==> src/rtl/tagged_varint_decoder_unit_macros.svh <==
// -----------------------------------------------------------------------------
// Tagged varint decoder assertion macros
// Shared concurrent assertion forms, clocked on clk_i and off during reset.
// -----------------------------------------------------------------------------
`ifndef TAGGED_VARINT_DECODER_UNIT_MACROS_SVH
`define TAGGED_VARINT_DECODER_UNIT_MACROS_SVH

// The consequent must hold in the same cycle as the antecedent.
`define TVD_ASSERT_NOW(lbl, ante, cons) \
  lbl: assert property (@(posedge clk_i) disable iff (!rst_ni) (ante) |-> (cons)) \
    else $error("tagged varint decoder: same-cycle check failed");

// The consequent must hold in the cycle after the antecedent.
`define TVD_ASSERT_NEXT(lbl, ante, cons) \
  lbl: assert property (@(posedge clk_i) disable iff (!rst_ni) (ante) |=> (cons)) \
    else $error("tagged varint decoder: next-cycle check failed");

`endif

==> src/rtl/tvd_pkg.sv <==
// -----------------------------------------------------------------------------
// Tagged varint decoder package
// Types, phase codes, status codes and byte constants shared by the decoder.
// -----------------------------------------------------------------------------
`timescale 1ns / 1ps

package tvd_pkg;

  // Decoder phase codes.
  localparam logic [1:0] PH_IDLE    = 2'd0;
  localparam logic [1:0] PH_SIGNED  = 2'd1;
  localparam logic [1:0] PH_PAYLOAD = 2'd2;

  // Special byte values of the encoding.
  localparam logic [7:0] SIGN_BYTE  = 8'd255;
  localparam logic [7:0] LONG_TAG   = 8'd254;
  localparam logic [7:0] MAX_DIRECT = 8'd250;
  localparam logic [7:0] FIRST_TAG  = 8'd251;

  typedef enum logic [2:0] {
    ST_OK        = 3'd0,
    ST_FORMAT    = 3'd1,
    ST_END_START = 3'd2,
    ST_END_SIGN  = 3'd3,
    ST_END_PAY   = 3'd4
  } tvd_status_e;

  typedef struct packed {
    logic [1:0]  phase;
    logic        negative;
    logic [3:0]  bytes_left;
    logic [2:0]  byte_pos;
    logic [63:0] acc;
  } tvd_state_t;

  typedef struct packed {
    logic        valid;
    logic [63:0] value;
    tvd_status_e status;
  } tvd_result_t;

  localparam tvd_state_t STATE_CLEAR = '{
    phase:      PH_IDLE,
    negative:   1'b0,
    bytes_left: 4'd0,
    byte_pos:   3'd0,
    acc:        64'd0
  };

endpackage

==> src/rtl/tvd_step.sv <==
// -----------------------------------------------------------------------------
// Tagged varint decoder step
// Next-state and result logic for one stream byte or end-of-stream mark.
// -----------------------------------------------------------------------------
`timescale 1ns / 1ps

module tvd_step (
  input  tvd_pkg::tvd_state_t  state_i,
  input  logic [7:0]           in_byte_i,
  input  logic                 eos_i,
  output tvd_pkg::tvd_state_t  state_o,
  output tvd_pkg::tvd_result_t result_o
);
  import tvd_pkg::*;

  logic [1:0]  tag_off;
  logic [3:0]  tag_len;
  logic [63:0] acc_merged;
  logic [3:0]  left_dec;
  logic [63:0] small_val;

  // Tags 251..254 select payloads of 1, 2, 4 or 8 bytes.
  assign tag_off    = in_byte_i[1:0] - FIRST_TAG[1:0];
  assign tag_len    = 4'd1 << tag_off;
  assign acc_merged = state_i.acc | (64'(in_byte_i) << {state_i.byte_pos, 3'b000});
  assign left_dec   = (state_i.bytes_left != 4'd0) ? state_i.bytes_left - 4'd1 : 4'd0;
  assign small_val  = state_i.negative ? ~64'(in_byte_i) : 64'(in_byte_i);

  always_comb begin
    state_o         = state_i;
    result_o.valid  = 1'b0;
    result_o.value  = 64'd0;
    result_o.status = ST_OK;

    unique case (state_i.phase)
      PH_SIGNED, PH_PAYLOAD: begin
        if (eos_i) begin
          state_o         = STATE_CLEAR;
          result_o.valid  = 1'b1;
          result_o.status = (state_i.phase == PH_SIGNED) ? ST_END_SIGN : ST_END_PAY;
        end else if (state_i.phase == PH_PAYLOAD) begin
          if (left_dec == 4'd0) begin
            state_o        = STATE_CLEAR;
            result_o.valid = 1'b1;
            result_o.value = state_i.negative ? ~acc_merged : acc_merged;
          end else begin
            state_o.acc        = acc_merged;
            state_o.byte_pos   = state_i.byte_pos + 3'd1;
            state_o.bytes_left = left_dec;
          end
        end else if (in_byte_i == SIGN_BYTE) begin
          // A second sign byte is a format error.
          state_o         = STATE_CLEAR;
          result_o.valid  = 1'b1;
          result_o.status = ST_FORMAT;
        end else if (in_byte_i <= MAX_DIRECT) begin
          state_o        = STATE_CLEAR;
          result_o.valid = 1'b1;
          result_o.value = small_val;
        end else begin
          state_o.phase      = PH_PAYLOAD;
          state_o.bytes_left = tag_len;
          state_o.byte_pos   = 3'd0;
          state_o.acc        = 64'd0;
        end
      end
      default: begin
        // Idle, and the unused phase code behaves the same.
        if (eos_i) begin
          state_o         = STATE_CLEAR;
          result_o.valid  = 1'b1;
          result_o.status = ST_END_START;
        end else if (in_byte_i == SIGN_BYTE) begin
          state_o          = STATE_CLEAR;
          state_o.negative = 1'b1;
          state_o.phase    = PH_SIGNED;
        end else if (in_byte_i == LONG_TAG) begin
          // The eight-byte tag is only legal after a sign byte.
          state_o         = STATE_CLEAR;
          result_o.valid  = 1'b1;
          result_o.status = ST_FORMAT;
        end else if (in_byte_i <= MAX_DIRECT) begin
          state_o        = STATE_CLEAR;
          result_o.valid = 1'b1;
          result_o.value = 64'(in_byte_i);
        end else begin
          state_o.phase      = PH_PAYLOAD;
          state_o.negative   = 1'b0;
          state_o.bytes_left = tag_len;
          state_o.byte_pos   = 3'd0;
          state_o.acc        = 64'd0;
        end
      end
    endcase
  end

endmodule

==> src/rtl/tagged_varint_decoder_unit.sv <==
// Path: s_axis into the input register, decoded into the result register, out on m_axis.
// Throughput: one byte or end mark per cycle while m_axis does not stall.
// The input register and the result register let both sides stall independently.
// Reset (rst_ni low, asynchronous) empties both registers and returns the decoder
// to idle with a cleared accumulator; no clearing pass is needed.
// -----------------------------------------------------------------------------
// Tagged varint decoder unit
// Decodes a byte stream of sign-prefixed, length-tagged integers into 64-bit
// signed values with a status code per result.
// -----------------------------------------------------------------------------
`timescale 1ns / 1ps

`include "tagged_varint_decoder_unit_macros.svh"

module tagged_varint_decoder_unit (
  input  logic        clk_i,
  input  logic        rst_ni,
  input  logic        s_axis_tvalid,
  output logic        s_axis_tready,
  input  logic [7:0]  s_axis_tdata,   // [7:0] in_byte
  input  logic        s_axis_tlast,   // end_of_stream
  output logic        m_axis_tvalid,
  input  logic        m_axis_tready,
  output logic [63:0] m_axis_tdata,   // [63:0] value (two's complement)
  output logic [2:0]  m_axis_tuser    // [2:0] status
);
  import tvd_pkg::*;

  // Input register: holds the most recently accepted transfer.
  logic        in_valid_q;
  logic [7:0]  in_byte_q;
  logic        in_eos_q;

  // Decoder state carried from byte to byte.
  tvd_state_t  state_q;
  tvd_state_t  state_d;
  tvd_result_t step_res;

  // Result register feeding the master side.
  logic        out_valid_q;
  logic [63:0] out_value_q;
  tvd_status_e out_status_q;

  logic advance;

  // The held byte is decoded once the result register has room, either
  // because it is empty or because its transfer completes this cycle.
  assign advance       = in_valid_q && (!out_valid_q || m_axis_tready);
  assign s_axis_tready = !in_valid_q || advance;

  tvd_step u_step (
    .state_i   (state_q),
    .in_byte_i (in_byte_q),
    .eos_i     (in_eos_q),
    .state_o   (state_d),
    .result_o  (step_res)
  );

  always_ff @(posedge clk_i or negedge rst_ni) begin
    if (!rst_ni) begin
      in_valid_q <= 1'b0;
    end else if (s_axis_tvalid && s_axis_tready) begin
      in_valid_q <= 1'b1;
    end else if (advance) begin
      in_valid_q <= 1'b0;
    end
  end

  always_ff @(posedge clk_i) begin
    if (s_axis_tvalid && s_axis_tready) begin
      in_byte_q <= s_axis_tdata;
      in_eos_q  <= s_axis_tlast;
    end
  end

  always_ff @(posedge clk_i or negedge rst_ni) begin
    if (!rst_ni) begin
      state_q <= STATE_CLEAR;
    end else if (advance) begin
      state_q <= state_d;
    end
  end

  always_ff @(posedge clk_i or negedge rst_ni) begin
    if (!rst_ni) begin
      out_valid_q <= 1'b0;
    end else if (advance) begin
      out_valid_q <= step_res.valid;
    end else if (m_axis_tready) begin
      out_valid_q <= 1'b0;
    end
  end

  always_ff @(posedge clk_i) begin
    if (advance && step_res.valid) begin
      out_value_q  <= step_res.value;
      out_status_q <= step_res.status;
    end
  end

  assign m_axis_tvalid = out_valid_q;
  assign m_axis_tdata  = out_value_q;
  assign m_axis_tuser  = out_status_q;

  // Every error result carries a zero value.
  `TVD_ASSERT_NOW(a_err_zero, out_valid_q && (out_status_q != ST_OK), out_value_q == 64'd0)
  // The sign phase is only reachable with the negative flag set.
  `TVD_ASSERT_NOW(a_signed_neg, state_q.phase == PH_SIGNED, state_q.negative)
  // A payload in progress always has bytes left to collect.
  `TVD_ASSERT_NOW(a_pay_left, state_q.phase == PH_PAYLOAD, state_q.bytes_left != 4'd0)
  // Idle state holds no leftover payload.
  `TVD_ASSERT_NOW(a_idle_clear, state_q.phase == PH_IDLE,
                  (state_q.acc == 64'd0) && (state_q.bytes_left == 4'd0))
  // A decoded byte that yields a result shows it in the next cycle.
  `TVD_ASSERT_NEXT(a_res_shown, advance && step_res.valid, m_axis_tvalid)

endmodule
==> config.mk <==
export PLATFORM = sky130hd
export DESIGN_NAME = tagged_varint_decoder_unit
export DESIGN_NICKNAME = d
export VERILOG_FILES = /design/src/rtl/tvd_pkg.sv /design/src/rtl/tvd_step.sv /design/src/rtl/tagged_varint_decoder_unit.sv
export VERILOG_INCLUDE_DIRS = /design/src /design/src/rtl
export SDC_FILE = /design/constraint.sdc
export NUM_CORES = 1
export LEC_CHECK = 0
export BUFFER_PORTS_ARGS = -buffer_cell sky130_fd_sc_hd__buf_4
export CORE_ASPECT_RATIO = 0.75
export CORE_UTILIZATION = 40
export CTS_BUF_LIST = sky130_fd_sc_hd__clkbuf_4 sky130_fd_sc_hd__clkbuf_8
export DETAILED_ROUTE_END_ITERATION = 6
export HOLD_SLACK_MARGIN = 0.03
export SLEW_MARGIN = 10
export SYNTH_ARGS = -nofsm -noshare
export SYNTH_HDL_FRONTEND = slang
export SYNTH_SLANG_ARGS = --single-unit
==> constraint.sdc <==
create_clock -name clk_i -period 9.6 [get_ports clk_i]
set_clock_uncertainty 0.2 [all_clocks]
set_input_delay 0.96 -clock clk_i [delete_from_list [all_inputs] [get_ports clk_i]]
set_output_delay 0.96 -clock clk_i [all_outputs]
set_load 0.03 [all_outputs]
# == After elaboration in Yosys (flattened, before gate mapping) ==
# Index checks and enable logic that the tools add are counted.
# totals
latch_bits,0
ramBits,0
in_bits,13
ff_bits,152
output_inout_bits,69
romBits,0
wordCells,80
memories,0
# classes
n_lt_le_gt_ge,1
div_mod_pow,0
n_eq_ne,6
n_addsub,3
shift,2
n_mux,40
reduce_logical,14
mul,0
n_bitwise,3
# op_table
cell,count
74-bit two-way mux,8
64-bit two-way mux,6
65-bit two-way mux,4
71-bit two-way mux,2
68-bit two-way mux,2
64-bit inverter,1
8-bit inverter with 64-bit output,1
64-bit bitwise OR,1
8-bit by 6-bit << shifter with 64-bit output,1
8-bit equality test (second input constant),2
3-bit two-way mux,5
1-bit two-way mux,11
8-bit <= comparator (second input constant),1
5-bit by 2-bit != test with 1-bit output (second input constant),1
4-bit logical NOT,1
4-bit two-way mux,1
4-bit != test (second input constant),1
2-bit nonzero test,2
4-bit nonzero test,1
1-bit by 2-bit << shifter with 4-bit output (first input constant),1
4-bit by 1-bit subtractor with 4-bit output (second input constant),1
3-bit by 1-bit adder with 3-bit output (second input constant),1
1-bit logical AND,3
3-bit AND reduction,1
8 further kinds,10

# == Depth between registers and ports, before layout ==
# depth
ltp_word,9
depth_mapped,9
mapped_depth_nobuf,6

# == Modules after synthesis ==
# Synthesis repeated with hierarchy kept, for this count alone.
# unflattened
hier_cells,668
area_unflattened_um2,7917.6
# by_module_without_submodules
mod,area_per_inst_um2,n_inst,cells_each
tagged_varint_decoder_unit,5447.7,1,243
tvd_step,2469.9,1,425

# == Worst setup path after synthesis ==
# OpenSTA, ideal clock, no wires.
# synth_path
kind,input-to-reg
from,in m_axis_tready
to,"reg out_value_q[0], in the netlist m_axis_tdata[0], enable pin"
path_stages,4
t_arrival_ns,6.236
setup_ns,0.585
slack_ns,2.579
required_ns,8.815
cell_sequence,nand2b_1 nand2_1 clkbuf_1 o21ai_0
# synth_via
elab_chain_len,3
# synth_rtl
item,line_no,text
start: declaration,tagged_varint_decoder_unit.sv:23,"input logic m_axis_tready,"
1-bit logical OR,tagged_varint_decoder_unit.sv:48,assign advance = in_valid_q && (!out_valid_q || m_axis_tready);
1-bit logical AND,tagged_varint_decoder_unit.sv:48,
1-bit logical AND,tagged_varint_decoder_unit.sv:95,if (advance && step_res.valid) begin
end signal: assignment,tagged_varint_decoder_unit.sv:96,out_value_q <= step_res.value;
end: declaration,tagged_varint_decoder_unit.sv:41,logic [63:0] out_value_q;
# No other way between the ends.
# A chain may end at the register's enable or synchronous reset.

# == Final worst setup path ==
# layout_path
from,reg state_q[72] (netlist bit)
to,"reg out_status_q[0], in the netlist m_axis_tuser[0], enable pin"
# layout_via
elab_chain_len,5
elab_cells_between_ends,7
cone_classes,2 x eq/ne; 3 x mux; 2 x reduce/logical
# layout_rtl
item,line_no,text
start: declaration,tagged_varint_decoder_unit.sv:35,tvd_state_t state_q;
start signal: assignment,tagged_varint_decoder_unit.sv:80,state_q <= state_d;
2-bit equality test,"tvd_step.sv:35, tvd_step.sv:41",
65-bit two-way mux,tvd_step.sv:41,end else if (state_i.phase == PH_PAYLOAD) begin
1-bit two-way mux,tvd_step.sv:37,if (eos_i) begin
68-bit two-way mux *,tvd_step.sv:35,unique case (state_i.phase)
1-bit logical AND *,tagged_varint_decoder_unit.sv:95,
end signal: assignment,tagged_varint_decoder_unit.sv:97,out_status_q <= step_res.status;
end: declaration,tagged_varint_decoder_unit.sv:42,tvd_status_e out_status_q;
# Every way passes the cells marked *; elsewhere a longest branch is shown, timed or not.

==> impl_results.md <==
- Status: finished, final reports clean
- Arrival time of the worst setup path: 3.91 ns
- Fmax: 250.0 MHz
- Clk_lat worst skew: 0.46 ns
- Commonest cells in the netlist: 121 x nor2_1, 76 x dfrtp_1, 76 x edfxtp_1, 76 x nand2_1, 75 x a21oi_1
- Top_reg_cell synth: edfxtp_1
- GP Congestion: 0.8144
- Die height: 124.2 um
- Core ar.: 0.01943 mm2
- FF-to-FF setup slack: 5.60 ns
- Fill cells: 1,868
- EDFF count, synth: 76
- TNS Setup: 0 ns
- TritonCTS Buffers: 17
- Critical path type: reg2reg
- Hold Worst Slack: 0.1988 ns
- Synthesized instance count: 839
- Crit-path leading delay family: compound AO/OA/AOI/OAI gates
- Critical path capture point type: register
- CP Launch Type: register
- Synth Cell Area: 0.007968 mm2
- Seq/Total Area, Yosys: 52.51%
- DR iter-0 viols: 524
- Port bufs: 81
- Final period utilization: 41.67%
- Top Ports: 82
- CTS tree: done
- Leading area contributor after synthesis: edfxtp_1
- Horiz. Die Dim: 165.0 um
- Post-CTS setup repair buffer count: 0
- Reg2Reg Depth: 7
- Tot GR Track Use: 20.19%
- Largest net degree at the start of global routing: 116
- Antenna Cells: 0
- Syn avg cell area: 9.497 um2
- Grt total ovfl: 0
- Minimum clock period: 4.000 ns
- Footprint of the multi-input gates: 0.003423 mm2
- Synth top area share: 28.64%
- Worst-path fanout max: 36
- Post-Route WL: 19,830 um
- Initial antenna violation count: 0
- Lkg Pwr: 3.446 nW
- Clk slew on worst S/H paths: 0.08 ns
- Crit path to: m_axis_tuser[0]$_DFFE_PP_
- Fin. Hold Viols: 0
- DR vias: 6,379
- Crit path from: state_q[72]$_DFFE_PN0P_
- Slew HR: 26.49%
- Final slew viol count: 0
- H-tree levels: 4
- Worst path max stage delay: 0.86 ns
- Post-DP HPWL: 11,500 um
- Residual DRC count: 0
- Die footprint: 0.02049 mm2
- RSZ-0062 raised after global routing: no
- Count leader, synth: nor2_1
- Antenna viol nets, final: 0
- CTS Sinks: 152
- Worst r2r src: state_q[72]$_DFFE_PN0P_
- Crit path buf inv count: 2
- Nets: 879
- Max cap viols: 0
- Rows: 44
- Worst Path Required: 9.51 ns
- Pre-Repair DR Iteration Count: 5
- WP depth: 7
- CTS root buf: clkbuf_8
- #FFs+latches synth: 152
- Top post-synthesis cells by area: edfxtp_1 29%, dfrtp_1 24%, nor2_1 5.7%
- Reg area: 0.004187 mm2
- First-pass GRT wire length: 31,840 um
- Starting density of the core: 41.00%
- Synthesis-to-finish area growth: 14.48%
- Worst path cell trace: inv_1 -> ha_1 -> or4b_1 -> nand2b_1 -> a21oi_1 -> o21ai_4 -> buf_4
- Layout cells sized above 1: 15.41%
- RR Endpoint: m_axis_tuser[0]$_DFFE_PP_
- Async set-reset flop share out of synthesis: 50.00%
- Netlist cell types: 56
- Maximum vdd drop: 0.1348 mV
- WL/cell: 17.56 um
- HP Class: in2async
- Tightest Pin Transition: 1.099 ns
- Vias in the first global route: 5,938
- Power per cell area: 169.7 mW/mm2
- # resized after CTS: 0
- Crit-path slowest cell: o21ai_4
- Maximum clock path buffer count: 2
- Setup Viol. Count Final: 0
- Hold Buf Count CTS: 0
- Synth warnings: 0
- Via density: 5.650
- Syn Nets: 855
metal layers:
layer | global-route usage, % | part of all wire (%) | vias up
li1 | - | - | 3139
met1 | 30.25 | 51 | 3035
met2 | 29.16 | 43 | 178
met3 | 3.877 | 5.0 | 27
met4 | 6.368 | 1.7 | 0
met5 | 0 | 0 | -
area by class of cell:
| class | count | share of cell area (%) |
|---|---|---|
| Inverter | 6 | 0.2469 |
| Tap cell | 253 | 3.471 |
| Sequential cell | 152 | 45.90 |
| Multi-Input combinational cell | 595 | 37.53 |
| Clock inverter | 12 | 2.414 |
| Clock buffer | 20 | 2.949 |
| Timing Repair Buffer | 91 | 7.490 |
worst min-delay path by stage:
stage | startpoint | to | cells past startpoint
finish | rst_ni | state_q[71]$_DFFE_PN0P_ | 1
global placement | state_q[0]$_DFFE_PN0P_ | state_q[0]$_DFFE_PN0P_ | 2
CTS | rst_ni | state_q[71]$_DFFE_PN0P_ | 1
floorplan | state_q[0]$_DFFE_PN0P_ | state_q[0]$_DFFE_PN0P_ | 2
detailed placement | state_q[0]$_DFFE_PN0P_ | state_q[0]$_DFFE_PN0P_ | 2
global route | rst_ni | state_q[72]$_DFFE_PN0P_ | 1
flip-flops by register name (all words and copies together) (netlist names):
signal / count
in_byte_q: 8
in_eos_q: 1
in_valid_q: 1
m_axis_tdata: 64
m_axis_tuser: 3
m_axis_tvalid: 1
state_q: 74
per-stage QoR:
step | util (%) | setup WS (ns) | cell area [um2] | cells | total power, mW
finish | 46.94 | 5.600 | 9121 | 1129 | 1.548
floorplan | - | 2.579 | 7968 | 839 | 0.8867
CTS | 46.94 | 5.573 | 9121 | 1129 | 1.560
detailed placement | 44.42 | 5.661 | 8632 | 1097 | 0.9636
global route | 46.94 | 5.332 | 9121 | 1129 | 1.603
global placement | 44.42 | 5.675 | 8632 | 1097 | 0.9645
placed cells by master, fill, tap and decap left out, types with 49 or more instances in the layout:
cell type | Yosys | routed
dfrtp_1 | 76 | 74
o21ai_0 | 68 | 67
edfxtp_1 | 76 | 76
nor2_1 | 121 | 121
buf_4 | 0 | 91
or3_1 | 49 | 49
a21oi_1 | 75 | 75
a31oi_1 | 52 | 52
nand2_1 | 76 | 74
kinds of logic after synthesis:
logic type	share of synthesized area, %
AOI/OAI and AO/OA	16.99
xor gates and xnor gates	1.209
adders and majority gates	0.4712
buffers and inverters	5.056
DFF	52.51
muxes	0.1413
and+or+nand+nor	23.62
report_power, final:
group | switching [mW] | internal, mW | total [mW] | leakage, nW
Clock | 0.248 | 0.352 | 0.600 | 0.238
Sequential | 0.0298 | 0.731 | 0.761 | 1.81
Combinational | 0.130 | 0.0576 | 0.187 | 1.40
No activity file was read; power rests on OpenSTA's default activity.
